--- src/sv/srb_pkg.sv ---
// shared constants, codes and control types for the sequence reorder buffer
package srb_pkg;

  localparam int unsigned DEPTH = 32;
  localparam int unsigned AW    = $clog2(DEPTH);
  localparam int unsigned CW    = AW + 1;

  // request codes
  localparam logic REQ_ADD  = 1'b0;
  localparam logic REQ_TAKE = 1'b1;

  // configuration register indexes
  localparam logic [1:0] CFG_CAPACITY = 2'd0;
  localparam logic [1:0] CFG_MAX_AGE  = 2'd1;

  localparam logic [5:0]  CAP_RESET = 6'd32;
  localparam logic [15:0] AGE_RESET = 16'd1000;

  // controller states
  typedef enum logic [3:0] {
    ST_IDLE   = 4'b0001,
    ST_SCAN   = 4'b0010,
    ST_DECIDE = 4'b0100,
    ST_LOAD   = 4'b1000
  } state_e;

  // controller to datapath
  typedef struct packed {
    logic latch;
    logic scan;
    logic decide;
    logic load;
  } cmd_t;

  // datapath to controller
  typedef struct packed {
    logic scan_done;
    logic out_full;
  } sts_t;

endpackage

--- src/sv/srb_ctrl.sv ---
// request sequencer: accept, table scan, decision, result load
module srb_ctrl (
  input  logic          clk_i,
  input  logic          rst_ni,
  input  logic          in_valid_i,
  output logic          in_ready_o,
  input  srb_pkg::sts_t sts_i,
  output srb_pkg::cmd_t cmd_o
);
  import srb_pkg::*;

  state_e state_q, state_d;

  // next state and commands
  always_comb begin
    state_d    = state_q;
    cmd_o      = '0;
    in_ready_o = 1'b0;
    case (state_q)
      ST_IDLE: begin
        in_ready_o = 1'b1;
        if (in_valid_i) begin
          cmd_o.latch = 1'b1;
          state_d     = ST_SCAN;
        end
      end
      ST_SCAN: begin
        cmd_o.scan = 1'b1;
        if (sts_i.scan_done) begin
          state_d = ST_DECIDE;
        end
      end
      ST_DECIDE: begin
        cmd_o.decide = 1'b1;
        state_d      = ST_LOAD;
      end
      ST_LOAD: begin
        if (!sts_i.out_full) begin
          cmd_o.load = 1'b1;
          state_d    = ST_IDLE;
        end
      end
      default: begin
        state_d = ST_IDLE;
      end
    endcase
  end

  // state register
  always_ff @(posedge clk_i or negedge rst_ni) begin
    if (!rst_ni) begin
      state_q <= ST_IDLE;
    end else begin
      state_q <= state_d;
    end
  end

endmodule

--- src/sv/srb_dpath.sv ---
// table storage, scan compare unit, update logic, counters and result register
module srb_dpath (
  input  logic          clk_i,
  input  logic          rst_ni,
  input  srb_pkg::cmd_t cmd_i,
  output srb_pkg::sts_t sts_o,
  input  logic          cfg_valid_i,
  input  logic [1:0]    cfg_index_i,
  input  logic [15:0]   cfg_data_i,
  input  logic          req_type_i,
  input  logic [31:0]   sequence_number_i,
  input  logic [39:0]   packet_time_ms_i,
  input  logic [39:0]   now_ms_i,
  input  logic [15:0]   packet_handle_i,
  output logic          rsp_valid_o,
  input  logic          rsp_ready_i,
  output logic          accepted_o,
  output logic          evicted_o,
  output logic          out_valid_o,
  output logic [31:0]   out_sequence_o,
  output logic [39:0]   out_time_ms_o,
  output logic [15:0]   out_handle_o,
  output logic [31:0]   drop_count_o,
  output logic [31:0]   reorder_count_o
);
  import srb_pkg::*;

  // configuration
  logic [5:0]  cap_q;
  logic [15:0] age_q;

  always_ff @(posedge clk_i or negedge rst_ni) begin
    if (!rst_ni) begin
      cap_q <= CAP_RESET;
      age_q <= AGE_RESET;
    end else if (cfg_valid_i) begin
      if (cfg_index_i == CFG_CAPACITY) cap_q <= cfg_data_i[5:0];
      if (cfg_index_i == CFG_MAX_AGE)  age_q <= cfg_data_i;
    end
  end

  // latched request word
  logic        req_q;
  logic [31:0] seq_q;
  logic [39:0] t_q, now_q;
  logic [15:0] h_q;

  always_ff @(posedge clk_i) begin
    if (cmd_i.latch) begin
      req_q <= req_type_i;
      seq_q <= sequence_number_i;
      t_q   <= packet_time_ms_i;
      now_q <= now_ms_i;
      h_q   <= packet_handle_i;
    end
  end

  // table memories and valid bits
  logic [31:0]      seq_mem [DEPTH];
  logic [39:0]      time_mem [DEPTH];
  logic [15:0]      hdl_mem [DEPTH];
  logic [DEPTH-1:0] vld_q;
  logic             wr_en;
  logic [AW-1:0]    wr_addr;
  logic [31:0]      seq_rd_q;
  logic [39:0]      time_rd_q;
  logic [15:0]      hdl_rd_q;

  // scan pipeline
  logic [CW-1:0] idx_q;
  logic [AW-1:0] rd_addr;
  logic          pe_q, pv_q;
  logic [AW-1:0] pi_q;
  logic          in_range;

  // scan results
  logic          dup_f_q, free_f_q, min_f_q;
  logic [AW-1:0] dup_i_q, free_i_q, min_i_q;
  logic [31:0]   min_seq_q;
  logic [CW-1:0] cnt_q;

  assign rd_addr  = idx_q[AW-1:0];
  assign in_range = (idx_q < CW'(DEPTH));
  assign sts_o.scan_done = (idx_q == CW'(DEPTH)) && !pe_q;

  // write port and registered reads
  always_ff @(posedge clk_i) begin
    if (wr_en) begin
      seq_mem[wr_addr]  <= seq_q;
      time_mem[wr_addr] <= t_q;
      hdl_mem[wr_addr]  <= h_q;
    end
    seq_rd_q <= seq_mem[rd_addr];
    if (cmd_i.decide) begin
      time_rd_q <= time_mem[min_i_q];
      hdl_rd_q  <= hdl_mem[min_i_q];
    end
  end

  // scan walk: one entry a cycle, compare one stage behind the read
  always_ff @(posedge clk_i or negedge rst_ni) begin
    if (!rst_ni) begin
      idx_q <= '0;
      pe_q  <= 1'b0;
    end else if (cmd_i.latch) begin
      idx_q <= '0;
      pe_q  <= 1'b0;
    end else if (cmd_i.scan) begin
      pe_q <= in_range;
      if (in_range) idx_q <= idx_q + CW'(1);
    end
  end

  always_ff @(posedge clk_i) begin
    pv_q <= vld_q[rd_addr];
    pi_q <= rd_addr;
    if (cmd_i.latch) begin
      dup_f_q  <= 1'b0;
      free_f_q <= 1'b0;
      min_f_q  <= 1'b0;
      cnt_q    <= '0;
    end else if (cmd_i.scan && pe_q) begin
      if (pv_q) begin
        cnt_q <= cnt_q + CW'(1);
        if (!dup_f_q && seq_rd_q == seq_q) begin
          dup_f_q <= 1'b1;
          dup_i_q <= pi_q;
        end
        if (!min_f_q || seq_rd_q < min_seq_q) begin
          min_f_q   <= 1'b1;
          min_i_q   <= pi_q;
          min_seq_q <= seq_rd_q;
        end
      end else if (!free_f_q) begin
        free_f_q <= 1'b1;
        free_i_q <= pi_q;
      end
    end
  end

  // decision logic
  logic [CW-1:0] lim;
  logic          too_old;
  logic          set_en, clr_en;
  logic [AW-1:0] set_i, clr_i;
  logic          r_acc, r_ev, r_val, drop_inc, take_inc;

  always_comb begin
    if (cap_q == 6'd0) begin
      lim = CW'(1);
    end else if (int'(cap_q) > int'(DEPTH)) begin
      lim = CW'(DEPTH);
    end else begin
      lim = CW'(cap_q);
    end
    too_old  = ({1'b0, t_q} + {25'd0, age_q}) < {1'b0, now_q};
    wr_en    = 1'b0;
    wr_addr  = free_i_q;
    set_en   = 1'b0;
    set_i    = free_i_q;
    clr_en   = 1'b0;
    clr_i    = min_i_q;
    r_acc    = 1'b0;
    r_ev     = 1'b0;
    r_val    = 1'b0;
    drop_inc = 1'b0;
    take_inc = 1'b0;
    if (req_q == REQ_ADD) begin
      if (too_old) begin
        drop_inc = 1'b1;
      end else begin
        r_acc = 1'b1;
        if (dup_f_q) begin
          wr_en   = 1'b1;
          wr_addr = dup_i_q;
          if (cnt_q > lim) begin
            clr_en   = 1'b1;
            r_ev     = 1'b1;
            drop_inc = 1'b1;
          end
        end else if (free_f_q) begin
          wr_en = 1'b1;
          if ((cnt_q + CW'(1)) > lim) begin
            r_ev     = 1'b1;
            drop_inc = 1'b1;
            // new word leaves at once if it is the smallest, else the held smallest goes
            if (min_f_q && !(seq_q < min_seq_q)) begin
              set_en = 1'b1;
              clr_en = 1'b1;
            end
          end else begin
            set_en = 1'b1;
          end
        end else begin
          // table full: smallest of held and new is dropped
          r_ev     = 1'b1;
          drop_inc = 1'b1;
          if (min_f_q && min_seq_q < seq_q) begin
            wr_en   = 1'b1;
            wr_addr = min_i_q;
          end
        end
      end
    end else if (min_f_q) begin
      r_val    = 1'b1;
      take_inc = 1'b1;
      clr_en   = 1'b1;
    end
    if (!cmd_i.decide) begin
      wr_en = 1'b0;
    end
  end

  // valid bits, counters, pending result fields
  logic [31:0] drop_q, take_q;
  logic        r_acc_q, r_ev_q, r_val_q;

  always_ff @(posedge clk_i or negedge rst_ni) begin
    if (!rst_ni) begin
      vld_q  <= '0;
      drop_q <= '0;
      take_q <= '0;
    end else if (cmd_i.decide) begin
      if (set_en) vld_q[set_i] <= 1'b1;
      if (clr_en) vld_q[clr_i] <= 1'b0;
      if (drop_inc) drop_q <= drop_q + 32'd1;
      if (take_inc) take_q <= take_q + 32'd1;
    end
  end

  always_ff @(posedge clk_i) begin
    if (cmd_i.decide) begin
      r_acc_q <= r_acc;
      r_ev_q  <= r_ev;
      r_val_q <= r_val;
    end
  end

  // output register
  logic rsp_valid_q;

  always_ff @(posedge clk_i or negedge rst_ni) begin
    if (!rst_ni) begin
      rsp_valid_q <= 1'b0;
    end else if (cmd_i.load) begin
      rsp_valid_q <= 1'b1;
    end else if (rsp_ready_i) begin
      rsp_valid_q <= 1'b0;
    end
  end

  always_ff @(posedge clk_i) begin
    if (cmd_i.load) begin
      accepted_o      <= r_acc_q;
      evicted_o       <= r_ev_q;
      out_valid_o     <= r_val_q;
      out_sequence_o  <= r_val_q ? min_seq_q : 32'd0;
      out_time_ms_o   <= r_val_q ? time_rd_q : 40'd0;
      out_handle_o    <= r_val_q ? hdl_rd_q : 16'd0;
      drop_count_o    <= drop_q;
      reorder_count_o <= take_q;
    end
  end

  assign rsp_valid_o    = rsp_valid_q;
  assign sts_o.out_full = rsp_valid_q && !rsp_ready_i;

endmodule

--- src/sv/sequence_reorder_buffer_core.sv ---
// top level of the sequence reorder buffer
// Reorder table of 32 packet descriptors kept by sequence number. An add word
// is dropped if packet_time_ms plus the configured maximum age is below now_ms,
// else it is stored (a duplicate sequence overwrites) and the smallest sequence
// is evicted when the count exceeds capacity_limit; a take word removes and
// returns the smallest-sequence entry. One request is in work at a time: every
// request walks the whole table through the single read port of the sequence
// memory, one entry a cycle, then passes a decide state for the update and a
// load state that fills the result register, stalling while the output is full.
// The result register lets a new request be accepted while the previous result
// waits. Configuration is always ready and takes effect at once.
module sequence_reorder_buffer_core (
  input  logic        clk_i,
  input  logic        rst_ni,
  input  logic        cfg_valid_i,
  output logic        cfg_ready_o,
  input  logic [1:0]  cfg_index_i,
  input  logic [15:0] cfg_data_i,
  input  logic        in_valid_i,
  output logic        in_ready_o,
  input  logic        req_type_i,
  input  logic [31:0] sequence_number_i,
  input  logic [39:0] packet_time_ms_i,
  input  logic [39:0] now_ms_i,
  input  logic [15:0] packet_handle_i,
  output logic        rsp_valid_o,
  input  logic        rsp_ready_i,
  output logic        accepted_o,
  output logic        evicted_o,
  output logic        out_valid_o,
  output logic [31:0] out_sequence_o,
  output logic [39:0] out_time_ms_o,
  output logic [15:0] out_handle_o,
  output logic [31:0] drop_count_o,
  output logic [31:0] reorder_count_o
);
  import srb_pkg::*;

  cmd_t cmd;
  sts_t sts;

  assign cfg_ready_o = 1'b1;

  // sequencer
  srb_ctrl u_ctrl (
    .clk_i      (clk_i),
    .rst_ni     (rst_ni),
    .in_valid_i (in_valid_i),
    .in_ready_o (in_ready_o),
    .sts_i      (sts),
    .cmd_o      (cmd)
  );

  // table and result path
  srb_dpath u_dpath (
    .clk_i             (clk_i),
    .rst_ni            (rst_ni),
    .cmd_i             (cmd),
    .sts_o             (sts),
    .cfg_valid_i       (cfg_valid_i),
    .cfg_index_i       (cfg_index_i),
    .cfg_data_i        (cfg_data_i),
    .req_type_i        (req_type_i),
    .sequence_number_i (sequence_number_i),
    .packet_time_ms_i  (packet_time_ms_i),
    .now_ms_i          (now_ms_i),
    .packet_handle_i   (packet_handle_i),
    .rsp_valid_o       (rsp_valid_o),
    .rsp_ready_i       (rsp_ready_i),
    .accepted_o        (accepted_o),
    .evicted_o         (evicted_o),
    .out_valid_o       (out_valid_o),
    .out_sequence_o    (out_sequence_o),
    .out_time_ms_o     (out_time_ms_o),
    .out_handle_o      (out_handle_o),
    .drop_count_o      (drop_count_o),
    .reorder_count_o   (reorder_count_o)
  );

endmodule
--- config.mk ---
export PLATFORM = sky130hd
export DESIGN_NAME = sequence_reorder_buffer_core
export DESIGN_NICKNAME = d
export VERILOG_FILES = /design/src/sv/srb_pkg.sv /design/src/sv/srb_ctrl.sv /design/src/sv/srb_dpath.sv /design/src/sv/sequence_reorder_buffer_core.sv
export SDC_FILE = /design/constraint.sdc
export NUM_CORES = 2
export LEC_CHECK = 0
export BUFFER_PORTS_ARGS = -buffer_cell sky130_fd_sc_hd__buf_2
export CORE_UTILIZATION = 44
export DETAILED_ROUTE_END_ITERATION = 8
export SLEW_MARGIN = 25
export SYNTH_ARGS = -nofsm -noshare
export SYNTH_HDL_FRONTEND = slang
export SYNTH_SLANG_ARGS = --single-unit
--- constraint.sdc ---
create_clock -name clk_i -period 25.8 [get_ports clk_i]
set_clock_uncertainty 0.1 [all_clocks]
set_input_delay 7.74 -clock clk_i [delete_from_list [all_inputs] [get_ports clk_i]]
set_output_delay 7.74 -clock clk_i [all_outputs]
set_load 0.05 [all_outputs]
==> impl_metrics.tcl <==
set metrics [dict create \
    cts_sinks 3383 \
    area_delta_synth_final_pct 15.1 \
    gp_congestion 0.829 \
    die_h_um 545 \
    grt_pass1_wl_um 476000 \
    fin_crit_sh_pct 38.8 \
    hold_path_class "flop to flop" \
    drcViolationCount 0 \
    clockRootBuffer "clkbuf_16" \
    io-pin-count 310 \
    post_drt_wl_per_cell_um 30.9 \
    slew_headroom_pct 28.2 \
    syn_inst 5958 \
    drtIter0Drc 7130 \
    crit_required_ns 17.96 \
    htreeDepth 5 \
    first_pass_iters 5 \
    synth_fa_ha_area_share_pct 1.32 \
    power.total_mw 13.0 \
    cellLeakagePower_nw 48.4 \
    finalSetupTns_ns 0 \
    synth-seq-cells 3383 \
    grt_pass1_vias 65158 \
    finalSetupViolCount 0 \
    syn_area_per_cell_um2 21.8 \
    hold_viol_final 0 \
    regArea_um2 100000 \
    whs_ns 0.320 \
    yosysTopAreaCellShare_pct 74.2 \
    cp-start-kind "flop" \
    yosysWarningCount 0 \
    multiInputGateArea_um2 28100 \
    yosysUniqueCellTypes 76 \
    antenna_found_initial 9 \
    cts_resized 0 \
    die_area_um2 297000 \
    outcome "finished, final reports clean" \
    grt_max_degree 119 \
    detailedPlace.worstSlack_ns 15.28 \
    syn_area_um2 130000 \
    ant_nets 0 \
    yosysMostFrequentCell "edfxtp_1" \
    clk_path_buf_depth 4 \
    synth-compound-area-share_pct 2.52 \
    drv_slew 0 \
    synth_edf_count 3206 \
    rsz0062_at_grt "false" \
    wl_um 333000 \
    coreArea_um2 292000 \
    num_rows 198 \
    async_reset_ff_share_pct 3.84 \
    via_count 63704 \
    post_cts_buffers 0 \
    cts.clk_slew.worst_paths_ns 0.06 \
    synth_common_cells "3206 x edfxtp_1, 778 x mux4_2, 222 x a22oi_1" \
    grt_remaining_overflow 0 \
    clock.fmax_ghz 0.0999 \
    cts_made_buffers 354 \
    io_buffers 308 \
    hold_buffers 0 \
    nFillCells 22879 \
    cts_tree "yes" \
    synth_xor_area_share_pct 0.932 \
    clock_latency_ns 0.94 \
    worst_slack_ns 15.79 \
    cp.arrival_ns 2.17 \
    fp.dieW_um 545 \
    synth_area_leaders "edfxtp_1 74%, mux4_2 14%, dfrtp_1 2.4%, ha_1 1.3%, a22oi_1 1.3%" \
    drive_above_1_share_pct 28.6 \
    synthFlopType "edfxtp_1" \
    via_per_inst 5.91 \
    endpoint_kind "primary output" \
    synth_top_family_by_area "multiplexers" \
    min_period_ns 10.01 \
    start_util_pct 44.4 \
    syn_nets 6246 \
    synth-simple-area-share_pct 2.59 \
    p_per_area_nw_per_um2 87.3 \
    cap_violations 0 \
    vdd_ir_drop_max_v 0.0000672 \
    yosysSeqAreaShare_pct 77.5 \
    tightest_slew_ns 1.08 \
    grt_usage_pct 22.4 \
    r2r_slack_ns 16.20 \
    synth_area_leader_cell "edfxtp_1" \
    critPathMaxFanout 5 \
    synth.area.mux_share_pct 14.0 \
    crit_type "flop to primary output" \
    dp_hpwl_um 185000 \
    nets 6865 \
]
through the flow:
step	area (µm²)	util (%)	cells
after floorplan	130000	-	5958
after global placement	137000	46.9	10089
after detailed placement	137000	46.9	10094
after CTS	149000	51.0	10741
after global routing	149000	51.1	10775
final	149000	51.1	10777
worst paths after layout:
| path | cells past startpoint | endpoint | startpoint |
|---|---|---|---|
| max | 2 | in_ready_o | u_ctrl.state_q[0] |
| min | 0 | u_dpath.accepted_o | u_dpath.r_acc_q |
| max reg2reg | 23 | u_dpath.time_mem[11][34] | u_dpath.t_q[0] |
| min reg2reg | 0 | u_dpath.accepted_o | u_dpath.r_acc_q |
| max in group asynchronous | 2 | u_dpath.idx_q[2] | rst_ni |
| min in group asynchronous | 1 | u_dpath.drop_q[25] | rst_ni |
layer usage:
| metal | share of wire, % | up-vias | wire (µm) | GRT usage (%) |
|---|---|---|---|---|
| met1 | 42 | 34522 | 138000 | 31.5 |
| li1 | - | 26276 | - | - |
| met3 | 6.3 | 452 | 21100 | 2.76 |
| met2 | 50 | 2454 | 165000 | 37.1 |
| met4 | 2.6 | 0 | 8640 | 6.09 |
| met5 | 0 | - | 0 | 0 |
flip-flops by register name, indices dropped and copies added (netlist names), 32 cells and up:
name	cells
u_dpath.time_mem	1280
u_dpath.seq_mem	1024
u_dpath.hdl_mem	512
u_dpath.now_q	40
u_dpath.out_time_ms_o	40
u_dpath.t_q	40
u_dpath.time_rd_q	40
u_dpath.drop_count_o	32
u_dpath.drop_q	32
u_dpath.min_seq_q	32
u_dpath.out_sequence_o	32
u_dpath.reorder_count_o	32
u_dpath.seq_q	32
u_dpath.seq_rd_q	32
u_dpath.take_q	32
u_dpath.vld_q	32
cells by family after synthesis:
family                   count (synthesis)
flip-flops                            3383
AND/OR/NAND/NOR                        617
multiplexers                           840
adder cells (fa/ha/maj)                136
other                                    1
XOR/XNOR                               138
buffers and inverters                  379
AO/OA/AOI/OAI                          464
area by class of cell:
class,count,share of cell area (%)
Antenna cell,9,0.0151
Clock buffer,442,6.34
Clock inverter,205,1.52
Inverter,108,0.278
Multi-Input combinational cell,2196,18.8
Sequential cell,3383,67.3
Tap cell,3900,3.27
Timing Repair Buffer,534,2.43
layout by cell type, fill, tap and decap left out, types with 63 or more instances in the layout:
| master | n |
|---|---|
| edfxtp_1 | 3206 |
| xnor2_1 | 84 |
| a31oi_1 | 67 |
| nand4_1 | 111 |
| inv_1 | 105 |
| dfrtp_1 | 117 |
| a22oi_1 | 222 |
| clkbuf_1 | 69 |
| ha_1 | 135 |
| mux4_2 | 778 |
| buf_4 | 182 |
| nand2_1 | 86 |
| nor2_1 | 105 |
| clkbuf_16 | 362 |
| clkinv_1 | 63 |
| buf_2 | 307 |
| and2_1 | 99 |
critical path, cell delays in order (launching register included):
cell     delay (ns)
dfstp_2        0.56
nor4b_1        0.35
buf_2          0.34
power by group:
| part | total, mW | switching (mW) | internal, mW |
|---|---|---|---|
| sequential | 6.47 | 0.142 | 6.32 |
| clock | 5.14 | 2.15 | 2.99 |
| combinational | 1.43 | 0.857 | 0.571 |
(Power assumes the default switching activity.)
